## config.mk

```make
export PLATFORM = sky130hd
export DESIGN_NAME = length_prefixed_frame_receiver
export DESIGN_NICKNAME = d
export VERILOG_FILES = /design/src/rtl/lpfr_pkg.sv /design/src/rtl/lpfr_core.sv /design/src/rtl/length_prefixed_frame_receiver.sv
export SDC_FILE = /design/constraint.sdc
export NUM_CORES = 1
export LEC_CHECK = 0
export BUFFER_PORTS_ARGS = -buffer_cell sky130_fd_sc_hd__buf_2
export CORE_ASPECT_RATIO = 1.4
export CORE_MARGIN = 10
export CORE_UTILIZATION = 55
export DETAILED_ROUTE_END_ITERATION = 7
export HOLD_SLACK_MARGIN = 0.12
export PLACE_DENSITY = 0.75
export SKIP_CTS_REPAIR_TIMING = 1
export SYNTH_ARGS = -nofsm -noshare
export SYNTH_HDL_FRONTEND = slang
export SYNTH_SLANG_ARGS = --single-unit
export TNS_END_PERCENT = 10
```

## constraint.sdc

```tcl
create_clock -name i_clk -period 9.5 [get_ports i_clk]
set_clock_uncertainty 0.05 [all_clocks]
set_input_delay 2.85 -clock i_clk [delete_from_list [all_inputs] [get_ports i_clk]]
set_output_delay 2.85 -clock i_clk [all_outputs]
set_load 0.05 [all_outputs]
```

## src/rtl/lpfr_pkg.sv

```systemverilog
// Shared types and codes for the length-prefixed frame receiver.
package lpfr_pkg;

    // receive phases
    localparam logic [2:0] PH_HUNT    = 3'd0;
    localparam logic [2:0] PH_LEN_HI  = 3'd1;
    localparam logic [2:0] PH_LEN_LO  = 3'd2;
    localparam logic [2:0] PH_PAYLOAD = 3'd3;
    localparam logic [2:0] PH_CHECK   = 3'd4;

    // frame status codes
    localparam logic [2:0] ST_NONE    = 3'd0;
    localparam logic [2:0] ST_BYTE    = 3'd1;
    localparam logic [2:0] ST_GOOD    = 3'd2;
    localparam logic [2:0] ST_LEN_ERR = 3'd3;
    localparam logic [2:0] ST_SUM_ERR = 3'd4;

    // configuration register indexes
    localparam logic CFG_START_DELIM = 1'b0;
    localparam logic CFG_MAX_LEN     = 1'b1;

    localparam logic [7:0] SUM_GOOD = 8'hFF;

    typedef struct packed {
        logic [2:0]  frame_status;
        logic [7:0]  payload_byte;
        logic [15:0] payload_offset;
        logic        last_payload;
    } t_result;

endpackage

```

## src/rtl/lpfr_core.sv

```systemverilog
// Frame parser state machine: one byte in, one result out, state advanced on accept.
module lpfr_core (
    input  logic             i_clk,
    input  logic             i_rst_n,
    input  logic             i_accept,
    input  logic [7:0]       i_rx_byte,
    input  logic [7:0]       i_start_delimiter,
    input  logic [15:0]      i_max_payload_length,
    output lpfr_pkg::t_result o_result
);
    import lpfr_pkg::*;

    logic [2:0]  r_phase,        n_phase;
    logic [15:0] r_frame_length, n_frame_length;
    logic [15:0] r_byte_count,   n_byte_count;
    logic [7:0]  r_running_sum,  n_running_sum;

    logic [15:0] w_len_full;
    logic [16:0] w_count_inc;
    logic [7:0]  w_sum_add;
    t_result     w_res;

    assign w_len_full  = {r_frame_length[15:8], i_rx_byte};
    assign w_count_inc = {1'b0, r_byte_count} + 17'd1;
    assign w_sum_add   = r_running_sum + i_rx_byte;

    always_comb begin
        n_phase        = r_phase;
        n_frame_length = r_frame_length;
        n_byte_count   = r_byte_count;
        n_running_sum  = r_running_sum;
        w_res          = '0;
        w_res.frame_status = ST_NONE;
        case (r_phase)
            PH_LEN_HI: begin
                n_frame_length = {i_rx_byte, 8'd0};
                n_phase        = PH_LEN_LO;
            end
            PH_LEN_LO: begin
                n_frame_length = w_len_full;
                if (w_len_full > i_max_payload_length) begin
                    w_res.frame_status = ST_LEN_ERR;
                    n_phase            = PH_HUNT;
                end else begin
                    n_running_sum = 8'd0;
                    n_byte_count  = 16'd0;
                    n_phase       = (w_len_full == 16'd0) ? PH_CHECK : PH_PAYLOAD;
                end
            end
            PH_PAYLOAD: begin
                w_res.frame_status   = ST_BYTE;
                w_res.payload_byte   = i_rx_byte;
                w_res.payload_offset = r_byte_count;
                n_running_sum        = w_sum_add;
                if (w_count_inc >= {1'b0, r_frame_length}) begin
                    w_res.last_payload = 1'b1;
                    n_phase            = PH_CHECK;
                end
                n_byte_count = w_count_inc[15:0];
            end
            PH_CHECK: begin
                n_running_sum      = w_sum_add;
                w_res.frame_status = (w_sum_add == SUM_GOOD) ? ST_GOOD : ST_SUM_ERR;
                n_phase            = PH_HUNT;
            end
            default: begin
                // hunt, and any unused phase code: look for the delimiter
                n_phase = (i_rx_byte == i_start_delimiter) ? PH_LEN_HI : PH_HUNT;
            end
        endcase
    end

    assign o_result = w_res;

    always_ff @(posedge i_clk) begin
        if (!i_rst_n) begin
            r_phase        <= PH_HUNT;
            r_frame_length <= 16'd0;
            r_byte_count   <= 16'd0;
            r_running_sum  <= 8'd0;
        end else if (i_accept) begin
            r_phase        <= n_phase;
            r_frame_length <= n_frame_length;
            r_byte_count   <= n_byte_count;
            r_running_sum  <= n_running_sum;
        end
    end

    a_count_in_range: assert property (@(posedge i_clk) disable iff (!i_rst_n)
        (r_phase == PH_PAYLOAD) |-> (r_byte_count < r_frame_length))
        else $error("payload count reached frame length while still in payload");

    a_len_err_hunts: assert property (@(posedge i_clk) disable iff (!i_rst_n)
        (i_accept && w_res.frame_status == ST_LEN_ERR) |=> (r_phase == PH_HUNT))
        else $error("length error did not return to hunt");

endmodule

```

## src/rtl/length_prefixed_frame_receiver.sv

```systemverilog
// Top level of the length-prefixed frame receiver: config registers and output skid stage.
//
// Usage: feed one received byte per item on i_rx_byte with i_valid; o_stall
// high means hold the byte. Every accepted byte yields exactly one result on
// the output channel (o_valid / i_stall): status, payload byte, its offset and
// a last-byte flag. Status is nothing, payload byte, frame good, length error
// or checksum error. A frame is the start delimiter, a big-endian 16-bit
// length, the payload and one checksum byte; payload plus checksum must sum
// to 0xFF modulo 256.
// Each result is registered: in the output register, or the skid entry under a stall.
// Throughput: one byte per cycle while o_stall is low; the result register
// plus one skid entry take one more byte while the receiver stalls, and
// o_stall rises only once both are full.
// Reset (synchronous, active low): hunt for a delimiter, counters and sum
// cleared, delimiter 0x7E, maximum length 255, output stage empty.
// Configuration: i_cfg_we with i_cfg_index 0 (delimiter) or 1 (max length);
// write only while idle.
module length_prefixed_frame_receiver (
    input  logic        i_clk,
    input  logic        i_rst_n,
    input  logic        i_cfg_we,
    input  logic        i_cfg_index,
    input  logic [15:0] i_cfg_wdata,
    input  logic        i_valid,
    output logic        o_stall,
    input  logic [7:0]  i_rx_byte,
    output logic        o_valid,
    input  logic        i_stall,
    output logic [2:0]  o_frame_status,
    output logic [7:0]  o_payload_byte,
    output logic [15:0] o_payload_offset,
    output logic        o_last_payload
);
    import lpfr_pkg::*;

    logic [7:0]  r_start_delimiter;
    logic [15:0] r_max_payload_length;

    logic        r_out_valid;
    t_result     r_out;
    logic        r_skid_valid;
    t_result     r_skid;

    logic        w_in_accept;
    logic        w_out_free;
    t_result     w_result;

    assign o_stall     = r_skid_valid;
    assign w_in_accept = i_valid && !r_skid_valid;
    assign w_out_free  = !r_out_valid || !i_stall;

    lpfr_core u_core (
        .i_clk                (i_clk),
        .i_rst_n              (i_rst_n),
        .i_accept             (w_in_accept),
        .i_rx_byte            (i_rx_byte),
        .i_start_delimiter    (r_start_delimiter),
        .i_max_payload_length (r_max_payload_length),
        .o_result             (w_result)
    );

    always_ff @(posedge i_clk) begin
        if (!i_rst_n) begin
            r_start_delimiter    <= 8'd126;
            r_max_payload_length <= 16'd255;
        end else if (i_cfg_we) begin
            case (i_cfg_index)
                CFG_START_DELIM: r_start_delimiter    <= i_cfg_wdata[7:0];
                CFG_MAX_LEN:     r_max_payload_length <= i_cfg_wdata;
                default:         r_max_payload_length <= r_max_payload_length;
            endcase
        end
    end

    always_ff @(posedge i_clk) begin
        if (!i_rst_n) begin
            r_out_valid  <= 1'b0;
            r_skid_valid <= 1'b0;
        end else if (w_out_free) begin
            // drain the skid entry first, else take the new item
            r_out_valid  <= r_skid_valid || w_in_accept;
            r_skid_valid <= 1'b0;
        end else if (w_in_accept) begin
            r_skid_valid <= 1'b1;
        end
    end

    always_ff @(posedge i_clk) begin
        if (w_out_free) begin
            r_out <= r_skid_valid ? r_skid : w_result;
        end else if (w_in_accept) begin
            r_skid <= w_result;
        end
    end

    assign o_valid          = r_out_valid;
    assign o_frame_status   = r_out.frame_status;
    assign o_payload_byte   = r_out.payload_byte;
    assign o_payload_offset = r_out.payload_offset;
    assign o_last_payload   = r_out.last_payload;

    a_skid_behind_out: assert property (@(posedge i_clk) disable iff (!i_rst_n)
        r_skid_valid |-> r_out_valid)
        else $error("skid entry held while output register empty");

    a_stalled_accept_skids: assert property (@(posedge i_clk) disable iff (!i_rst_n)
        (r_out_valid && i_stall && w_in_accept) |=> r_skid_valid)
        else $error("item accepted under stall was not kept in skid entry");

endmodule

```

Word-level counts from Yosys, hierarchy flattened
Index checks and enable logic that the tools add are counted.
{"block": "op_classes", "n_bitwise": 4, "mux": 16, "n_reduce_logical": 20, "add_sub_neg": 2, "eq_ne": 8, "order_cmp": 2}
{"operator": "$pmux W16 S2", "n": 2}
{"operator": "$mux W28", "n": 1}
{"operator": "$mux W25", "n": 1}
{"operator": "$add A16 B1 Y17 const B", "n": 1}
{"operator": "$ge A17 B16 Y1", "n": 1}
{"operator": "$gt A16 B16 Y1", "n": 1}
{"operator": "$logic_not A16 Y1", "n": 1}
{"operator": "$mux W16", "n": 1}
{"operator": "$pmux W8 S2", "n": 1}
{"operator": "$mux W3", "n": 4}
{"operator": "$pmux W3 S4", "n": 1}
{"operator": "$reduce_and A2 Y1", "n": 5}
{"operator": "$pmux W3 S3", "n": 1}
{"operator": "$reduce_and A3 Y1", "n": 3}
{"operator": "$add A8 B8 Y8", "n": 1}
{"operator": "$eq A8 B8 Y1", "n": 1}
{"operator": "$eq A8 B8 Y1 const B", "n": 1}
{"operator": "$mux W8", "n": 1}
{"operator": "$eq A3 B2 Y1 const B", "n": 2}
{"operator": "$reduce_bool A2 Y1", "n": 3}
{"operator": "$not A1 Y1", "n": 4}
{"operator": "$reduce_or A2 Y1", "n": 2}
{"operator": "$eq A3 B1 Y1 const B", "n": 1}
{"operator": "$eq A3 B3 Y1 const B", "n": 1}
{"operator": "7 further kinds", "n": 11}
{"block": "word_totals", "reg_bits": 125, "inputBits": 30, "output_inout_bits": 30, "elab_cells": 69}

Longest topological paths before layout
Gate-level depths: netlist of run 1.
{"block": "depth", "ltp_word": 5, "mapped_depth": 14, "mapped_depth_nobuf": 14}

By module
Synthesis of run 1 repeated with hierarchy kept, for this count alone.
{"block": "hier_totals", "cells_unflattened": 652, "area_unflattened_um2": 6683.9}
{"mod": "lpfr_core", "area_per_inst_um2": 3543.4, "seq_area_each_um2": 860.8, "cells_per_inst": 448, "instances": 1}
{"mod": "length_prefixed_frame_receiver", "area_per_inst_um2": 3140.5, "seq_area_each_um2": 2202.1, "cells_per_inst": 204, "instances": 1}

Least setup slack after synthesis of run 1
Ideal clock, no wire load.
{"block": "synth_path", "kind": "input -> register", "start": "input port i_stall", "end": "register r_skid[0] in the netlist's numbering, enable pin", "path_buffers": 0, "path_stages": 2, "path_slack_ps": 4240, "t_required_ps": 9037, "setup_ps": 413, "arrival_time_ps": 4797, "cell_sequence": "nand2_1 -> nor2_1"}
{"block": "synth_via", "elab_chain_cells": 4}
{"item": "start, declared", "line_no": "length_prefixed_frame_receiver.sv:28", "text": "input logic i_stall,"}
{"item": "$logic_not A1 Y1", "line_no": "length_prefixed_frame_receiver.sv:50", "text": "assign w_out_free = !r_out_valid || !i_stall;"}
{"item": "$logic_or A1 B1 Y1", "line_no": "length_prefixed_frame_receiver.sv:50"}
{"item": "$not A1 Y1 (no source line)"}
{"item": "$reduce_and A2 Y1 (no source line)"}
{"item": "end signal, assigned", "line_no": "length_prefixed_frame_receiver.sv:92", "text": "r_skid <= w_result;"}
{"item": "end, declared", "line_no": "length_prefixed_frame_receiver.sv:42", "text": "t_result r_skid;"}
No other way between the ends.
A chain may end at the register's enable or synchronous reset.

Worst setup path after layout of run 1
{"block": "layout_path", "start": "input port i_rx_byte[3]", "end": "register r_out (netlist bit o_frame_status[2]) (data pin)"}
{"block": "layout_via", "elab_chain_cells": 5}
{"item": "start, declared", "line_no": "length_prefixed_frame_receiver.sv:26", "text": "input logic [7:0] i_rx_byte,"}
{"item": "$add A8 B8 Y8", "line_no": "lpfr_core.sv:25", "text": "assign w_sum_add = r_running_sum + i_rx_byte;"}
{"item": "$eq A8 B8 Y1", "line_no": "lpfr_core.sv:63", "text": "w_res.frame_status = (w_sum_add == SUM_GOOD) ? ST_GOOD : ST_SUM_ERR;"}
{"item": "$mux W3", "line_no": "lpfr_core.sv:63"}
{"item": "$pmux W3 S3", "line_no": "lpfr_core.sv:34", "text": "case (r_phase)"}
{"item": "$mux W28", "line_no": "length_prefixed_frame_receiver.sv:90", "text": "r_out <= r_skid_valid ? r_skid : w_result;"}
{"item": "end signal, assigned", "line_no": "length_prefixed_frame_receiver.sv:90"}
{"item": "end, declared", "line_no": "length_prefixed_frame_receiver.sv:40", "text": "t_result r_out;"}
No other way between the ends.

==> impl_metrics.json, run 1 <==
{
  "fin_nets": 782,
  "synth_largest_type_area_fraction_pct": 26.3,
  "yosys_warnings": 0,
  "r2r_slack_ps": 6020,
  "fp-row-count": 46,
  "drive_gt1_share_pct": 17.4,
  "ir_drop_v": 0.000141,
  "final_cell_mix": "nand2_1 (94), dfxtp_1 (69), buf_2 (59)",
  "drt_iter0_markers": 423,
  "die-area_um2": 16400,
  "cp-start-kind": "input port",
  "drv_slew": 0,
  "grt_pass1_wl_um": 24600,
  "grt_pass1_vias": 5058,
  "final_core_util_pct": 65.3,
  "cts.sinks": 125,
  "power.density_nw_per_um2": 192,
  "whs_endpoint": "r_max_payload_length[13]$_SDFFE_PN0P_",
  "worstReg2RegStart": "u_core.r_byte_count[0]$_SDFFE_PN0P_",
  "outcome": "complete, no violations",
  "maxCapViolCount": 0,
  "p_leak_nw": 3.09,
  "grt_usage_pct": 18.2,
  "die_y_um": 147,
  "io_pins": 60,
  "coreArea_um2": 11300,
  "cts_buffer_depth": 2,
  "numPortBuffers": 59,
  "worst_pin_slew_ps": 721,
  "rsz0062_at_grt": "false",
  "ys_types": 52,
  "syn_nets": 728,
  "cp-end-kind": "register",
  "antenna_found_initial": 0,
  "finalSetupTns_ps": 0,
  "die_w_um": 111,
  "crit_type": "in2reg",
  "place_congestion": 0.856,
  "slew-limit-headroom_pct": 51.9,
  "worst_hold_path_type": "reg2reg",
  "routed_via_density": 5.75,
  "hold_viol": 0,
  "drc": 0,
  "wire_per_inst_um": 16.8,
  "setup_viol": 0,
  "r2r_end": "o_last_payload$_DFFE_PN_",
  "ys_seq_area_share_pct": 48.0,
  "synth_seq_cells": 125,
  "cp_cell_sequence": "buf_2 -> ha_1 -> and2_1 -> a221oi_1 -> a21boi_0 -> and4b_1 -> and3_1 -> o31ai_1",
  "yosys.area.top_type": "edfxtp_1",
  "grt_max_degree": 67,
  "r2r_cells": 14,
  "arrival_ps": 4890,
  "hp-start": "r_max_payload_length[13]$_SDFFE_PN0P_",
  "ys_async_sr_fraction_pct": 0,
  "synth_cells": 657,
  "cp.required_ps": 9610,
  "final_common_cell": "nand2_1",
  "cp_max_fo": 7,
  "clock-root-buffer": "clkbuf_16",
  "num_vias": 4988,
  "cts_made_buffers": 17,
  "synth-main-ff-cell": "dfxtp_1",
  "ant_nets": 0,
  "slowest_delay_ps": 490,
  "syn_area_um2": 6380,
  "diodes": 0,
  "cts_tree": "yes",
  "start_util_pct": 56.3,
  "synth_enable_flop_cells": 56,
  "period_share_pct": 50.3,
  "place_hpwl_um": 10300,
  "drtPass1Iterations": 5,
  "cts.htree.levels": 4,
  "fmax_mhz": 209,
  "wirelength_um": 14600,
  "post-route-min-period_ps": 4780,
  "synthTopCellsByArea": "edfxtp_1 (26%), dfxtp_1 (22%), ha_1 (7.8%)",
  "syn_area_per_cell_um2": 9.72,
  "slowest_stage": "a221oi_1",
  "whs_path_depth": 2,
  "overflow": 0,
  "area_growth_syn_to_layout_pct": 16.0,
  "path_clk_slew_ps": 60,
  "clk_latency_ps": 420
}
[power breakdown]
| part | total, mW | leakage, nW | switching [mW] | internal, mW |
|---|---|---|---|---|
| clock | 0.681 | 0.297 | 0.241 | 0.440 |
| sequential | 0.593 | 1.11 | 0.0100 | 0.583 |
| combinational | 0.146 | 1.68 | 0.101 | 0.0450 |
[registers in the layout, indices dropped and copies added (netlist names), 8 cells and up]
| name | count |
|---|---|
| u_core.r_frame_length | 16 |
| r_start_delimiter | 8 |
| r_max_payload_length | 16 |
| o_payload_offset | 16 |
| r_skid | 28 |
| u_core.r_running_sum | 8 |
| o_payload_byte | 8 |
| u_core.r_byte_count | 16 |
[cell usage after synthesis, types with 9 or more instances]
library cell and instances:
nand2_1 94, dfxtp_1 69, o21ai_0 23, inv_1 44
a21oi_1 16, a31oi_1 17, xnor2_1 15, and3_1 24
a21boi_0 21, ha_1 40, nand3_1 28, clkbuf_1 27
edfxtp_1 56, o211ai_1 9, mux2_2 23, nor2_1 38
nor2b_1 15, xor2_1 11, nand4_1 10
[logic make-up (layout without fill, tap and decap cells)]
family,after synthesis,after routing,share of synthesized area [%]
flops,125,125,48.0
simple gates,241,241,18.0
mux,24,24,4.21
fa+ha+maj,41,41,8.15
buf+inv,74,141,4.47
compound gates,126,126,13.7
xor+xnor,26,26,3.57
[how the worst max path moves through the flow]
stage / from / cells after the start / slack [ps] / to
global placement: i_rx_byte[3] / 8 / 4480 / o_frame_status[2]$_DFFE_PN_
floorplan: i_stall / 2 / 4240 / r_skid[0]$_DFFE_PP_
CTS: i_rx_byte[3] / 8 / 4810 / o_frame_status[2]$_DFFE_PN_
finish: i_rx_byte[3] / 8 / 4720 / o_frame_status[2]$_DFFE_PN_
detailed placement: i_rx_byte[3] / 8 / 4410 / o_frame_status[2]$_DFFE_PN_
global route: i_rx_byte[3] / 8 / 4590 / o_frame_status[2]$_DFFE_PN_
[per-layer routing]
layer	GRT usage (%)	vias up	part of all wire [%]	routed length, um
li1	-	2457	-	-
met1	19.7	2373	41	5930
met2	32.1	128	52	7580
met3	5.06	30	4.5	664
met4	8.38	0	2.9	425
met5	0	-	0	0
[final cells by class]
class	instances	area, um^2
inverters	45	169
fillers	907	3930
clock buffers	19	433
well taps	144	180
flip-flops and latches	125	3060
clock inverters	13	193
repair buffers	64	333
multi-input cells	458	3040
[worst max-delay path, delay by kind of cell]
family | cells | cell delay (ps)
AO/OA/AOI/OAI | 3 | 800
buffers and inverters | 1 | 170
adder cells (fa/ha/maj) | 1 | 360
AND/OR/NAND/NOR | 3 | 710
[metrics by stage]
stage	setup WS (ps)	hold slack, ps	total power [mW]	cell area [um^2]	std cells
2_1_floorplan	4240	393	0.707	6380	657
3_3_place_gp	4480	408	0.743	6780	836
3_5_place_dp	4410	411	0.749	6780	836
4_1_cts	4810	419	1.43	7410	868
5_1_grt	4590	440	1.47	7410	868
6_report	4720	416	1.42	7410	868
Note: power is estimated with default switching activity, not from simulation.
==> run 2, diff against run 1 <==
--- a/config.mk
+++ b/config.mk
@@ -5,6 +5,7 @@
 export SDC_FILE = /design/constraint.sdc
 export NUM_CORES = 1
 export LEC_CHECK = 0
+export ABC_AREA = 1
 export BUFFER_PORTS_ARGS = -buffer_cell sky130_fd_sc_hd__buf_2
 export CORE_ASPECT_RATIO = 1.4
 export CORE_MARGIN = 10
==> constraint.sdc (replaced) <==
create_clock -name i_clk -period 4.8 [get_ports i_clk]
set_clock_uncertainty 0.05 [all_clocks]
set_input_delay 1.44 -clock i_clk [delete_from_list [all_inputs] [get_ports i_clk]]
set_output_delay 1.44 -clock i_clk [all_outputs]
set_load 0.05 [all_outputs]
==> impl_metrics.json, run 2 <==
{
  "ant_nets": 0,
  "synthAdderAreaFrac_pct": 7.85,
  "cp-start-kind": "input port",
  "yosys.area.top_type": "edfxtp_1",
  "coreArea_um2": 11800,
  "synth_largest_type_area_fraction_pct": 25.3,
  "syn_nets": 900,
  "numPortBuffers": 59,
  "syn_area_per_cell_um2": 8.00,
  "grt_usage_pct": 19.3,
  "r2r_slack_ps": 1750,
  "die-area_um2": 16900,
  "ys_seq_area_share_pct": 46.2,
  "power.density_nw_per_um2": 355,
  "dr_wl_met3_um": 844,
  "rsz0062_at_grt": "false",
  "drv_slew": 0,
  "maxCapViolCount": 0,
  "grt_pass1_wl_um": 26300,
  "yosys_warnings": 0,
  "wl_met2_um": 8130,
  "synth_seq_cells": 125,
  "synth-compound-area-share_pct": 8.41,
  "synthTopCellsByArea": "edfxtp_1 (25%), dfxtp_1 (21%), nand2_1 (14%)",
  "syn_area_um2": 6630,
  "cts_buffer_depth": 2,
  "crit_path_start": "i_rx_byte[0]",
  "crit_type": "in2reg",
  "antenna_found_initial": 0,
  "ys_types": 42,
  "fill_cells": 1027,
  "drtPass1Iterations": 5,
  "cp_max_fo": 6,
  "fp-row-count": 47,
  "cts_tree": "yes",
  "cts.sinks": 125,
  "ys_async_sr_fraction_pct": 0,
  "grt_pass1_vias": 5342,
  "setup_viol": 0,
  "place_congestion": 0.881,
  "synth-main-ff-cell": "dfxtp_1",
  "final_common_cell": "nand2_1",
  "start_util_pct": 56.1,
  "cp.required_ps": 4890,
  "largest_reg_flops": 28,
  "clock-root-buffer": "clkbuf_16",
  "drc": 0,
  "final_cell_area_um2": 7600,
  "diodes": 0,
  "io_pins": 60,
  "ir_drop_v": 0.000245,
  "cts_made_buffers": 17,
  "regArea_um2": 3060,
  "die_w_um": 113,
  "overflow": 0,
  "synth_enable_flop_cells": 56,
  "final_cell_mix": "nand2_1 (255), inv_1 (104), nor2_1 (71)",
  "fin_nets": 959,
  "fmax_mhz": 312,
  "area_growth_syn_to_layout_pct": 14.6,
  "final_core_util_pct": 64.3,
  "synthTopCellsByCount": "nand2_1 (255), inv_1 (104), nor2_1 (72), dfxtp_1 (69), edfxtp_1 (56)",
  "met1Wirelength_um": 6410,
  "clk_latency_ps": 420,
  "worstReg2RegStart": "u_core.r_byte_count[0]$_SDFFE_PN0P_",
  "post-route-min-period_ps": 3200,
  "synth-simple-area-share_pct": 26.5,
  "cp-end-kind": "register",
  "worst_pin_slew_ps": 1200,
  "crit_end": "o_frame_status[2]$_DFFE_PN_",
  "grt_max_degree": 36,
  "period_share_pct": 66.7,
  "synthMostInstantiatedCell": "nand2_1",
  "arrival_ps": 3290,
  "finalSetupTns_ps": 0,
  "slew-limit-headroom_pct": 20.0,
  "outcome": "complete, no violations",
  "synth_xor_area_share_pct": 3.02,
  "synth_mux_area_share_pct": 0,
  "placed_area_um2": 7050,
  "r2r_end": "o_last_payload$_DFFE_PN_",
  "synth_cells": 829,
  "wire_per_inst_um": 15.1,
  "die_y_um": 150,
  "cts.htree.levels": 4,
  "worst_hold_path_type": "reg2reg",
  "path_clk_slew_ps": 60,
  "r2r_cells": 18,
  "wirelength_um": 15800,
  "p_leak_nw": 3.57,
  "synth_top_family_by_area": "simple AND/OR/NAND/NOR gates",
  "place_hpwl_um": 11600,
  "num_vias": 5475,
  "drive_gt1_share_pct": 15.3,
  "routed_via_density": 5.22,
  "drt_iter0_markers": 297,
  "hold_viol": 0,
  "multi_input_area_um2": 3040,
  "top_register": "r_skid",
  "highest_layer": "met4"
}
-- run 2: cell types whose count changed after synthesis, moves of 10 or more --
| cell | before | now |
|---|---|---|
| xor2_1 | 11 | 21 |
| a21oi_1 | 16 | 53 |
| mux2_2 | 23 | 0 |
| nor2b_1 | 15 | 0 |
| and3_1 | 24 | 0 |
| inv_1 | 44 | 104 |
| nand2_1 | 94 | 255 |
| nor2_1 | 38 | 72 |
| xnor2_1 | 15 | 0 |
| clkbuf_1 | 27 | 15 |
| a31oi_1 | 17 | 2 |
| a21boi_0 | 21 | 0 |
-- run 2: critical path, stage by stage --
cell	delay (ps)
buf_2	180
ha_1	200
inv_1	60
fa_1	420
o21ai_1	250
xor2_1	220
nand3_1	110
nor2_1	150
nand2_1	60
nand2_1	100
o21ai_0	110
-- run 2: routing by layer --
metal | up-vias | track usage (%)
met3 | 27 | 4.61
met2 | 135 | 34.3
met1 | 2519 | 21.4
met5 | - | 0
met4 | 0 | 8.27
li1 | 2794 | -
-- run 2: logic make-up after synthesis --
| kind of cell | after synthesis |
|---|---|
| simple gates | 406 |
| xor+xnor | 22 |
| buf+inv | 138 |
| flops | 125 |
| fa+ha+maj | 41 |
| compound gates | 97 |
-- run 2: worst min-delay path by stage --
stage                                                      from                               endpoint  cells after the start
after floorplan           r_max_payload_length[10]$_SDFFE_PN0P_  r_max_payload_length[10]$_SDFFE_PN0P_                      2
after global placement    u_core.r_frame_length[1]$_SDFFE_PN0P_  u_core.r_frame_length[1]$_SDFFE_PN0P_                      2
after detailed placement  u_core.r_frame_length[4]$_SDFFE_PN0P_  u_core.r_frame_length[4]$_SDFFE_PN0P_                      2
after CTS                 u_core.r_frame_length[4]$_SDFFE_PN0P_  u_core.r_frame_length[4]$_SDFFE_PN0P_                      2
after global routing      u_core.r_frame_length[7]$_SDFFE_PN0P_  u_core.r_frame_length[7]$_SDFFE_PN0P_                      2
final                     u_core.r_frame_length[1]$_SDFFE_PN0P_  u_core.r_frame_length[1]$_SDFFE_PN0P_                      2
-- run 2: layout make-up --
type / instances / share of cell area (%)
tap: 147 / 2.42
multi-input combinational: 566 / 40.0
timing repair buffer: 65 / 4.48
clock inverter: 15 / 1.69
sequential: 125 / 40.3
inverter: 113 / 5.58
clock buffer: 17 / 5.59
-- run 2: power breakdown --
group	switching, mW	total [mW]	internal, mW	leakage, nW
clock network	0.519	1.20	0.677	0.271
logic	0.231	0.329	0.0980	2.13
registers	0.0208	1.17	1.15	1.18
-- run 2: stage by stage --
step / setup WS [ps] / hold WS, ps / std cells / power, mW
6_report: 1600 / 410 / 1048 / 2.70
5_1_grt: 1450 / 425 / 1048 / 2.81
4_1_cts: 1620 / 411 / 1048 / 2.71
3_5_place_dp: 1180 / 402 / 1016 / 1.52
3_3_place_gp: 1210 / 399 / 1016 / 1.52
2_1_floorplan: 944 / 385 / 829 / 1.43
